## src/design/sto_pkg.sv

```systemverilog
// shared types and constants of the sorted timeout queue
// no dependencies
`default_nettype none
package sto_pkg;

  localparam logic [1:0] MODE_REGISTER = 2'd0;
  localparam logic [1:0] MODE_CANCEL   = 2'd1;
  localparam logic [1:0] MODE_QUERY    = 2'd2;
  localparam logic [1:0] MODE_TICK     = 2'd3;

  localparam logic [19:0] USEC_PER_SEC = 20'd1000000;
  localparam int unsigned MAX_FIRE     = 16;
  localparam int unsigned REG_TICK_STEP = 0;

  typedef struct packed {
    logic [63:0] deadline;
    logic [7:0]  handler;
    logic [15:0] owner;
    logic [15:0] user;
  } entry_t;

endpackage
`default_nettype wire

```

## src/design/sto_mem.sv

```systemverilog
// entry store of the sorted timeout queue, one write and one registered read port
// depends on sto_pkg
`default_nettype none
module sto_mem
  import sto_pkg::*;
#(
  parameter int unsigned DEPTH = 16,
  parameter int unsigned AW    = 4
) (
  input  wire logic          clk_i,
  input  wire logic          we_i,
  input  wire logic [AW-1:0] waddr_i,
  input  wire entry_t        wdata_i,
  input  wire logic          re_i,
  input  wire logic [AW-1:0] raddr_i,
  output entry_t             rdata_o
);

  entry_t mem [DEPTH];
  entry_t rdata_q;

  always_ff @(posedge clk_i) begin
    if (we_i) begin
      mem[waddr_i] <= wdata_i;
    end
    if (re_i) begin
      rdata_q <= mem[raddr_i];
    end
  end

  assign rdata_o = rdata_q;

endmodule
`default_nettype wire

```

## src/design/sorted_timeout_queue.sv

```systemverilog
// sorted timeout queue: control sequencer, time counter and config register
// depends on sto_pkg and sto_mem
//
// Requests come in on a valid/ready channel, one transfer per item; results leave
// on a valid/ready channel through an output register. Each result carries last=1
// on the final result of its request; a tick gives one result per fired entry, at
// most 16, or one quiet result. The entries sit in one memory in deadline order.
// A register forms the deadline in S_MUL and S_ADD, then walks the list from its
// tail in S_INS_RD and S_INS_EV, moving each later entry up one place, places the
// new entry and hands over the result in S_FIN. Cancel, query and tick make one
// compaction pass over all entries in S_CMP_RD and S_CMP_EV, then close the pass
// and hand over the result in S_FIN. A full list sends a register straight from
// the transfer to S_FIN. The next request is taken once the last result of the
// current one is in the output register.
// If the receiver stalls, the sequencer waits at the next result it must hand
// over, with the memory read data held. Reset empties the list, clears the time
// counter and sets the tick step to 1; the memory itself needs no clearing.
// The tick step register is written over the APB port at byte address 0.
`default_nettype none
module sorted_timeout_queue
  import sto_pkg::*;
#(
  parameter int unsigned TIMER_SLOTS = 16
) (
  input  wire logic        clk_i,
  input  wire logic        rst_ni,
  input  wire logic        psel,
  input  wire logic        penable,
  input  wire logic        pwrite,
  input  wire logic [2:0]  paddr,
  input  wire logic [31:0] pwdata,
  output logic [31:0]      prdata,
  output logic             pready,
  input  wire logic        in_valid_i,
  output logic             in_ready_o,
  input  wire logic [1:0]  mode_i,
  input  wire logic [7:0]  handler_id_i,
  input  wire logic [15:0] owner_ctx_i,
  input  wire logic [15:0] user_ctx_i,
  input  wire logic        owner_any_i,
  input  wire logic        user_any_i,
  input  wire logic [31:0] delay_sec_i,
  input  wire logic [31:0] delay_usec_i,
  output logic             out_valid_o,
  input  wire logic        out_ready_i,
  output logic             status_o,
  output logic [4:0]       count_o,
  output logic             fired_o,
  output logic [7:0]       fired_handler_o,
  output logic [15:0]      fired_owner_ctx_o,
  output logic [15:0]      fired_user_ctx_o,
  output logic             last_o
);

  localparam int unsigned CW = $clog2(TIMER_SLOTS + 1);
  localparam int unsigned AW = $clog2(TIMER_SLOTS);
  localparam logic [CW-1:0] SLOTS = CW'(TIMER_SLOTS);
  localparam logic [CW-1:0] SAT   = (TIMER_SLOTS > 31) ? CW'(31) : SLOTS;

  typedef enum logic [2:0] {
    S_IDLE, S_MUL, S_ADD, S_INS_RD, S_INS_EV, S_CMP_RD, S_CMP_EV, S_FIN
  } state_e;

  state_e        state_q;
  logic [19:0]   step_q;
  logic [63:0]   now_q;
  logic [CW-1:0] count_q;
  logic [1:0]    mode_q;
  logic [7:0]    h_q;
  logic [15:0]   o_q, u_q;
  logic          oany_q, uany_q;
  logic [31:0]   dsec_q, dusec_q;
  logic [51:0]   prod_q;
  logic [63:0]   base_q, dl_q;
  logic [CW-1:0] ptr_q, ri_q, wi_q;
  logic          full_q, found_q, stop_q, pend_q;
  logic [4:0]    fcnt_q, rcnt_q;
  entry_t        pend_e_q;
  logic          out_valid_q;

  entry_t        rdata, wdata, new_e;
  logic          we, re;
  logic [AW-1:0] waddr, raddr;
  logic          exact, match, fire, drop, stall, can_emit, emit;
  logic [CW-1:0] removed;

  assign new_e    = '{deadline: dl_q, handler: h_q, owner: o_q, user: u_q};
  assign exact    = (rdata.handler == h_q) && (rdata.owner == o_q) && (rdata.user == u_q);
  assign match    = (rdata.handler == h_q) && (oany_q || rdata.owner == o_q)
                    && (uany_q || rdata.user == u_q);
  assign fire     = !stop_q && (fcnt_q < 5'(MAX_FIRE)) && (rdata.deadline <= now_q);
  assign drop     = (mode_q == MODE_CANCEL) ? match : (mode_q == MODE_TICK) ? fire : 1'b0;
  assign can_emit = !out_valid_q || out_ready_i;
  assign stall    = (mode_q == MODE_TICK) && fire && pend_q && !can_emit;
  assign emit     = ((state_q == S_FIN) && can_emit) ||
                    ((state_q == S_CMP_EV) && (mode_q == MODE_TICK) && fire && pend_q
                     && can_emit);
  assign removed  = count_q - wi_q;
  assign in_ready_o  = (state_q == S_IDLE);
  assign out_valid_o = out_valid_q;
  assign pready      = 1'b1;
  assign prdata      = (paddr[2] == 1'(REG_TICK_STEP)) ? {12'b0, step_q} : 32'b0;

  always_comb begin
    we    = 1'b0;
    re    = 1'b0;
    waddr = '0;
    raddr = '0;
    wdata = new_e;
    case (state_q)
      S_INS_RD: begin
        if (ptr_q == '0) begin
          we = 1'b1;
        end else begin
          re    = 1'b1;
          raddr = AW'(ptr_q - CW'(1));
        end
      end
      S_INS_EV: begin
        we    = 1'b1;
        waddr = ptr_q[AW-1:0];
        if (dl_q < rdata.deadline) begin
          wdata = rdata;
        end
      end
      S_CMP_RD: begin
        if (ri_q != count_q) begin
          re    = 1'b1;
          raddr = ri_q[AW-1:0];
        end
      end
      S_CMP_EV: begin
        if (!drop && !stall) begin
          we    = 1'b1;
          waddr = wi_q[AW-1:0];
          wdata = rdata;
        end
      end
      default: ;
    endcase
  end

  sto_mem #(.DEPTH(TIMER_SLOTS), .AW(AW)) u_mem (
    .clk_i   (clk_i),
    .we_i    (we),
    .waddr_i (waddr),
    .wdata_i (wdata),
    .re_i    (re),
    .raddr_i (raddr),
    .rdata_o (rdata)
  );

  always_ff @(posedge clk_i or negedge rst_ni) begin
    if (!rst_ni) begin
      state_q           <= S_IDLE;
      step_q            <= 20'd1;
      now_q             <= '0;
      count_q           <= '0;
      out_valid_q       <= 1'b0;
      pend_q            <= 1'b0;
      stop_q            <= 1'b0;
      fcnt_q            <= '0;
      status_o          <= 1'b0;
      count_o           <= '0;
      fired_o           <= 1'b0;
      fired_handler_o   <= '0;
      fired_owner_ctx_o <= '0;
      fired_user_ctx_o  <= '0;
      last_o            <= 1'b0;
    end else begin
      if (psel && penable && pwrite && paddr[2] == 1'(REG_TICK_STEP)) begin
        step_q <= pwdata[19:0];
      end
      if (emit) begin
        out_valid_q <= 1'b1;
      end else if (out_valid_q && out_ready_i) begin
        out_valid_q <= 1'b0;
      end
      case (state_q)
        S_IDLE: begin
          if (in_valid_i) begin
            mode_q  <= mode_i;
            h_q     <= handler_id_i;
            o_q     <= owner_ctx_i;
            u_q     <= user_ctx_i;
            oany_q  <= owner_any_i;
            uany_q  <= user_any_i;
            dsec_q  <= delay_sec_i;
            dusec_q <= delay_usec_i;
            ri_q    <= '0;
            wi_q    <= '0;
            found_q <= 1'b0;
            full_q  <= 1'b0;
            pend_q  <= 1'b0;
            stop_q  <= 1'b0;
            fcnt_q  <= '0;
            case (mode_i)
              MODE_REGISTER: begin
                if (count_q >= SLOTS) begin
                  full_q  <= 1'b1;
                  state_q <= S_FIN;
                end else begin
                  state_q <= S_MUL;
                end
              end
              MODE_TICK: begin
                now_q   <= now_q + {44'b0, step_q};
                state_q <= S_CMP_RD;
              end
              default: state_q <= S_CMP_RD;
            endcase
          end
        end
        S_MUL: begin
          prod_q  <= dsec_q * USEC_PER_SEC;
          base_q  <= now_q + {32'b0, dusec_q};
          state_q <= S_ADD;
        end
        S_ADD: begin
          dl_q    <= base_q + {12'b0, prod_q};
          ptr_q   <= count_q;
          state_q <= S_INS_RD;
        end
        S_INS_RD: begin
          if (ptr_q == '0) begin
            count_q <= count_q + CW'(1);
            state_q <= S_FIN;
          end else begin
            state_q <= S_INS_EV;
          end
        end
        S_INS_EV: begin
          if (dl_q < rdata.deadline) begin
            ptr_q   <= ptr_q - CW'(1);
            state_q <= S_INS_RD;
          end else begin
            count_q <= count_q + CW'(1);
            state_q <= S_FIN;
          end
        end
        S_CMP_RD: begin
          if (ri_q == count_q) begin
            rcnt_q  <= (removed > SAT) ? 5'(SAT) : 5'(removed);
            count_q <= wi_q;
            state_q <= S_FIN;
          end else begin
            state_q <= S_CMP_EV;
          end
        end
        S_CMP_EV: begin
          if (!stall) begin
            if (mode_q == MODE_QUERY && exact) begin
              found_q <= 1'b1;
            end
            if (!drop) begin
              wi_q <= wi_q + CW'(1);
            end
            ri_q <= ri_q + CW'(1);
            if (mode_q == MODE_TICK) begin
              if (fire) begin
                if (pend_q) begin
                  status_o          <= 1'b0;
                  count_o           <= '0;
                  fired_o           <= 1'b1;
                  fired_handler_o   <= pend_e_q.handler;
                  fired_owner_ctx_o <= pend_e_q.owner;
                  fired_user_ctx_o  <= pend_e_q.user;
                  last_o            <= 1'b0;
                end
                pend_q   <= 1'b1;
                pend_e_q <= rdata;
                fcnt_q   <= fcnt_q + 5'd1;
              end else begin
                stop_q <= 1'b1;
              end
            end
            state_q <= S_CMP_RD;
          end
        end
        S_FIN: begin
          if (can_emit) begin
            status_o          <= (mode_q == MODE_REGISTER) && full_q;
            count_o           <= (mode_q == MODE_CANCEL) ? rcnt_q :
                                 (mode_q == MODE_QUERY) ? {4'b0, found_q} : 5'b0;
            fired_o           <= (mode_q == MODE_TICK) && pend_q;
            fired_handler_o   <= ((mode_q == MODE_TICK) && pend_q) ? pend_e_q.handler : '0;
            fired_owner_ctx_o <= ((mode_q == MODE_TICK) && pend_q) ? pend_e_q.owner : '0;
            fired_user_ctx_o  <= ((mode_q == MODE_TICK) && pend_q) ? pend_e_q.user : '0;
            last_o            <= 1'b1;
            pend_q            <= 1'b0;
            state_q           <= S_IDLE;
          end
        end
        default: state_q <= S_IDLE;
      endcase
    end
  end

  assert property (@(posedge clk_i) disable iff (!rst_ni) count_q <= SLOTS)
    else $error("entry count above pool size");

  assert property (@(posedge clk_i) disable iff (!rst_ni)
    pend_q |-> (mode_q == MODE_TICK && state_q != S_IDLE))
    else $error("pending fired entry outside a tick");

  assert property (@(posedge clk_i) disable iff (!rst_ni)
    (state_q == S_CMP_EV || state_q == S_CMP_RD) |-> (wi_q <= ri_q && ri_q <= count_q))
    else $error("compaction pointers out of order");

  assert property (@(posedge clk_i) disable iff (!rst_ni) fcnt_q <= 5'(MAX_FIRE))
    else $error("too many entries fired in one tick");

endmodule
`default_nettype wire

```

## config.mk

```make
export PLATFORM = sky130hd
export DESIGN_NAME = sorted_timeout_queue
export DESIGN_NICKNAME = d
export VERILOG_FILES = /design/src/design/sto_pkg.sv /design/src/design/sto_mem.sv /design/src/design/sorted_timeout_queue.sv
export SDC_FILE = /design/constraint.sdc
export NUM_CORES = 2
export LEC_CHECK = 0
export BUFFER_PORTS_ARGS = -buffer_cell sky130_fd_sc_hd__buf_2
export CORE_ASPECT_RATIO = 0.9
export CORE_MARGIN = 10
export CORE_UTILIZATION = 57
export DETAILED_ROUTE_END_ITERATION = 7
export HOLD_SLACK_MARGIN = 0.03
export PLACE_DENSITY = 0.86
export SYNTH_ARGS = -nofsm -noshare
export SYNTH_HDL_FRONTEND = slang
export SYNTH_HIERARCHICAL = 1
export SYNTH_SLANG_ARGS = --single-unit
```

## constraint.sdc

```tcl
create_clock -name clk_i -period 10.3 [get_ports clk_i]
set_input_delay 1.545 -clock clk_i [delete_from_list [all_inputs] [get_ports clk_i]]
set_output_delay 1.545 -clock clk_i [all_outputs]
set_load 0.005 [all_outputs]
```

==> results.md <==
* Largest net degree at the start of global routing at 162
* Post-synth top cells: 2112 x edfxtp_1, 584 x nand2_1, 416 x mux4_2
* Hold/Removal Path Class: register to register
* Setup Viol. Count Final at 0
* P&R area growth vs syn at 11.15%
* Reg power frac at 39.6%
* DP Wirelength at 145.5 mm
* Syn_area_per_cell at 16.32 um^2
* Initial Utilization at 57.22%
* Adder-Cell Fraction of Synth Area at 7.608%
* Final period util at 67.44%
* Multi-input logic area at 0.03116 mm^2
* Post-synth ARST share at 6.549%
* Yosys reg bits at 2260
* Synth Area in XOR/XNOR at 2.308%
* Post-CTS Hold Fix Bufs at 0
* Max-slew violations at 0
* Synth warnings at 6
* Critical path peak fanout at 43
* DP Cell Count at 8645
* Layout cells sized above 1 at 16.97%
* Crit path capture type: register
* Cell variety after synth at 86
* WP data required at 10.74 ns
* Mapped Cells at 6160
* Vias at 61537
* First-pass GRT wire length at 414.1 mm
* Fin cells at 9046
* Fin area at 0.1118 mm^2
* Largest family of logic cells by synthesized area: multiplexers
* Worst EP arrival at 7.39 ns
* Post-synthesis compound-gate area fraction at 6.157%
* P_int at 21.94 mW
* Simple logic cell fraction of the synthesized area at 5.075%
* Top cells by area, synth: edfxtp_1 63%, mux4_2 9.3%, ha_1 4.8%
* Comb pwr share at 37.6%
* Clock transition at the registers of the reported paths at 0.06 ns
* Post-layout nets at 7170
* Post-CTS setup repair buffer count at 0
* Final clock skew at 0.08471 ns
* Mapped Area at 0.1006 mm^2
* Register area share after synthesis at 66.76%
* Routed len/inst at 31.07 um
* FF+latch area at 0.06713 mm^2
* Vias/cell at 6.803
* Sw Share at 36.61%
* Mux contribution to synthesized area at 9.551%
* Post-layout min period at 6.946 ns
* CP Class: register to register
* Relative slew slack at 1.909%
* Full die area at 0.1936 mm^2
* Most numerous cell in the Yosys netlist: edfxtp_1
* Initial antenna violation count at 8
* Initial DRC Count at 10585
* Fin util at 63.60%
* Area after DPL at 0.1048 mm^2
* Vias in the first global route at 63326
* Fillers at 10999
* Status: finished, violations left
* H-tree Lvls at 4
* Die W at 462.7 um
* Final setup TNS at 0 ns
* Clock sink count at 2260
* DRC viols at 3
* Post-Route WL at 281.0 mm
* LEAKAGE at 39.30 nW
* Count of TritonRoute iterations in the first routing pass at 8
* Fmax at 144.0 MHz
* GRT Resource Usage Total at 28.56%
* Startpoint Class: register
* Unrepaired setup endpoints after global routing: no
* NetSw at 12.67 mW
* Yosys top cell area share at 63.07%
* Routability cong. at 0.9394
* CTS tree: yes
* Gr ovfl total at 0
* Num rows at 146
* I/O pin count at 233
* Die Height at 418.5 um
* Number of flops mapped to enable cells by yosys at 2112
* Synth Flop Type: edfxtp_1
* Clock power share at 22.9%
* Hold Fails Final Rpt at 0
* Root Buffer: clkbuf_16
* Failing checks: DRC
* CTS Buffer Depth at 3
* Pwr dens at 309.7 mW/mm^2
* Core area at 0.1757 mm^2
* Max IR drop VDD at 0.0003909 V
* Post-DRT Antenna Nets at 0
* Post-CTS Resized at 0
* Port Buffers at 205
* Clock Latency Late Sink at 0.90 ns
* CTS buffer count at 210
* Total power at 34.61 mW
* Slew @ Worst Pin at 1.462 ns
* Synth area leader: edfxtp_1
* Max_cap viols at 0
[kinds of logic after synthesis]
| family | Yosys count |
|---|---|
| mux | 437 |
| compound gates | 963 |
| simple gates | 1117 |
| xor+xnor | 265 |
| flops | 2260 |
| fa+ha+maj | 528 |
| buf+inv | 588 |
| other cells | 2 |
[registers in the layout, indices dropped and copies added (netlist names), 20 cells and up]
name           cells
pend_e_q          40
u_mem/mem       1664
dsec_q            32
step_q            20
u_mem/rdata_o    104
dl_q              64
now_q             64
dusec_q           32
prod_q            46
base_q            64
[worst max-delay path, stage by stage, from the launching register on]
cell	delay, ns
dfrtp_1	0.38
inv_1	0.19
ha_1	0.31
a21o_1	0.20
a21o_1	0.18
a21oi_1	0.46
o21ai_0	0.33
a221oi_1	0.60
o211ai_1	0.15
o21ai_1	0.18
buf_4	0.28
a31oi_1	0.25
nand2_1	0.16
o21ai_0	0.42
nand2b_1	0.51
nor2_4	0.97
buf_4	0.89
[cells in the final DEF (no fill, tap or decap), drive strengths merged, types with 10 or more instances in the layout]
cell,n
a211oi,13
a21o,114
a21oi,179
a22oi,209
a31oi,21
and2,13
and3,33
and4,11
buf,339
bufinv,16
clkbuf,277
clkinv,82
clkinvlp,11
conb,13
dfrtp,147
edfxtp,2112
fa,139
ha,389
inv,362
mux2,20
mux4,416
nand2,585
nand2b,35
nand3,67
nand4,58
nor2,160
nor2b,54
nor3,47
nor4,15
o211ai,10
o21a,32
o21ai,284
o21bai,11
o31ai,15
xnor2,212
xor2,53
[area by class of cell]
type                            count  share of cell area (%)
Sequential cell                  2260                   60.06
Multi-Input combinational cell   3323                   27.88
Clock buffer                      277                   5.093
Tap cell                         2368                   2.651
Timing Repair Buffer              339                   2.025
Inverter                          358                   1.205
Clock inverter                    113                   1.066
Antenna cell                        8                 0.01791
[metrics by stage]
step	hold WS, ns	setup slack [ns]
detailed placement	0.4097	3.497
finish	0.4196	3.354
global route	0.4250	3.014
floorplan	0.4003	-0.1988
global placement	0.4032	3.575
CTS	0.4205	3.433
[path summary, 6_finish.rpt]
check,from,to,slack (ns),cells after the start
max in group asynchronous,rst_ni,now_q[48],8.38,2
min in group asynchronous,rst_ni,step_q[12],0.60,1
max reg2reg,now_q[53],u_mem/mem[10][69],3.35,16
min,base_q[2],dl_q[2],0.42,0
min reg2reg,base_q[2],dl_q[2],0.42,0
max,now_q[53],u_mem/mem[10][69],3.35,16
[per-layer routing]
layer  wire (um)  GRT usage, %
met3       36700         7.075
met5           0             0
met4       20030         16.99
met2      132600         45.84
met1       91750         35.41
[power by group through the flow]
stage	registers, mW	logic (mW)	clock network (mW)
after detailed placement	13.7	12.1	0
after global placement	13.6	11.5	0
final	13.7	13.0	7.91
after CTS	13.7	12.6	7.92
after global routing	13.7	13.9	8.23
after floorplan	13.5	8.63	0
No activity file was read; power rests on OpenSTA's default activity.
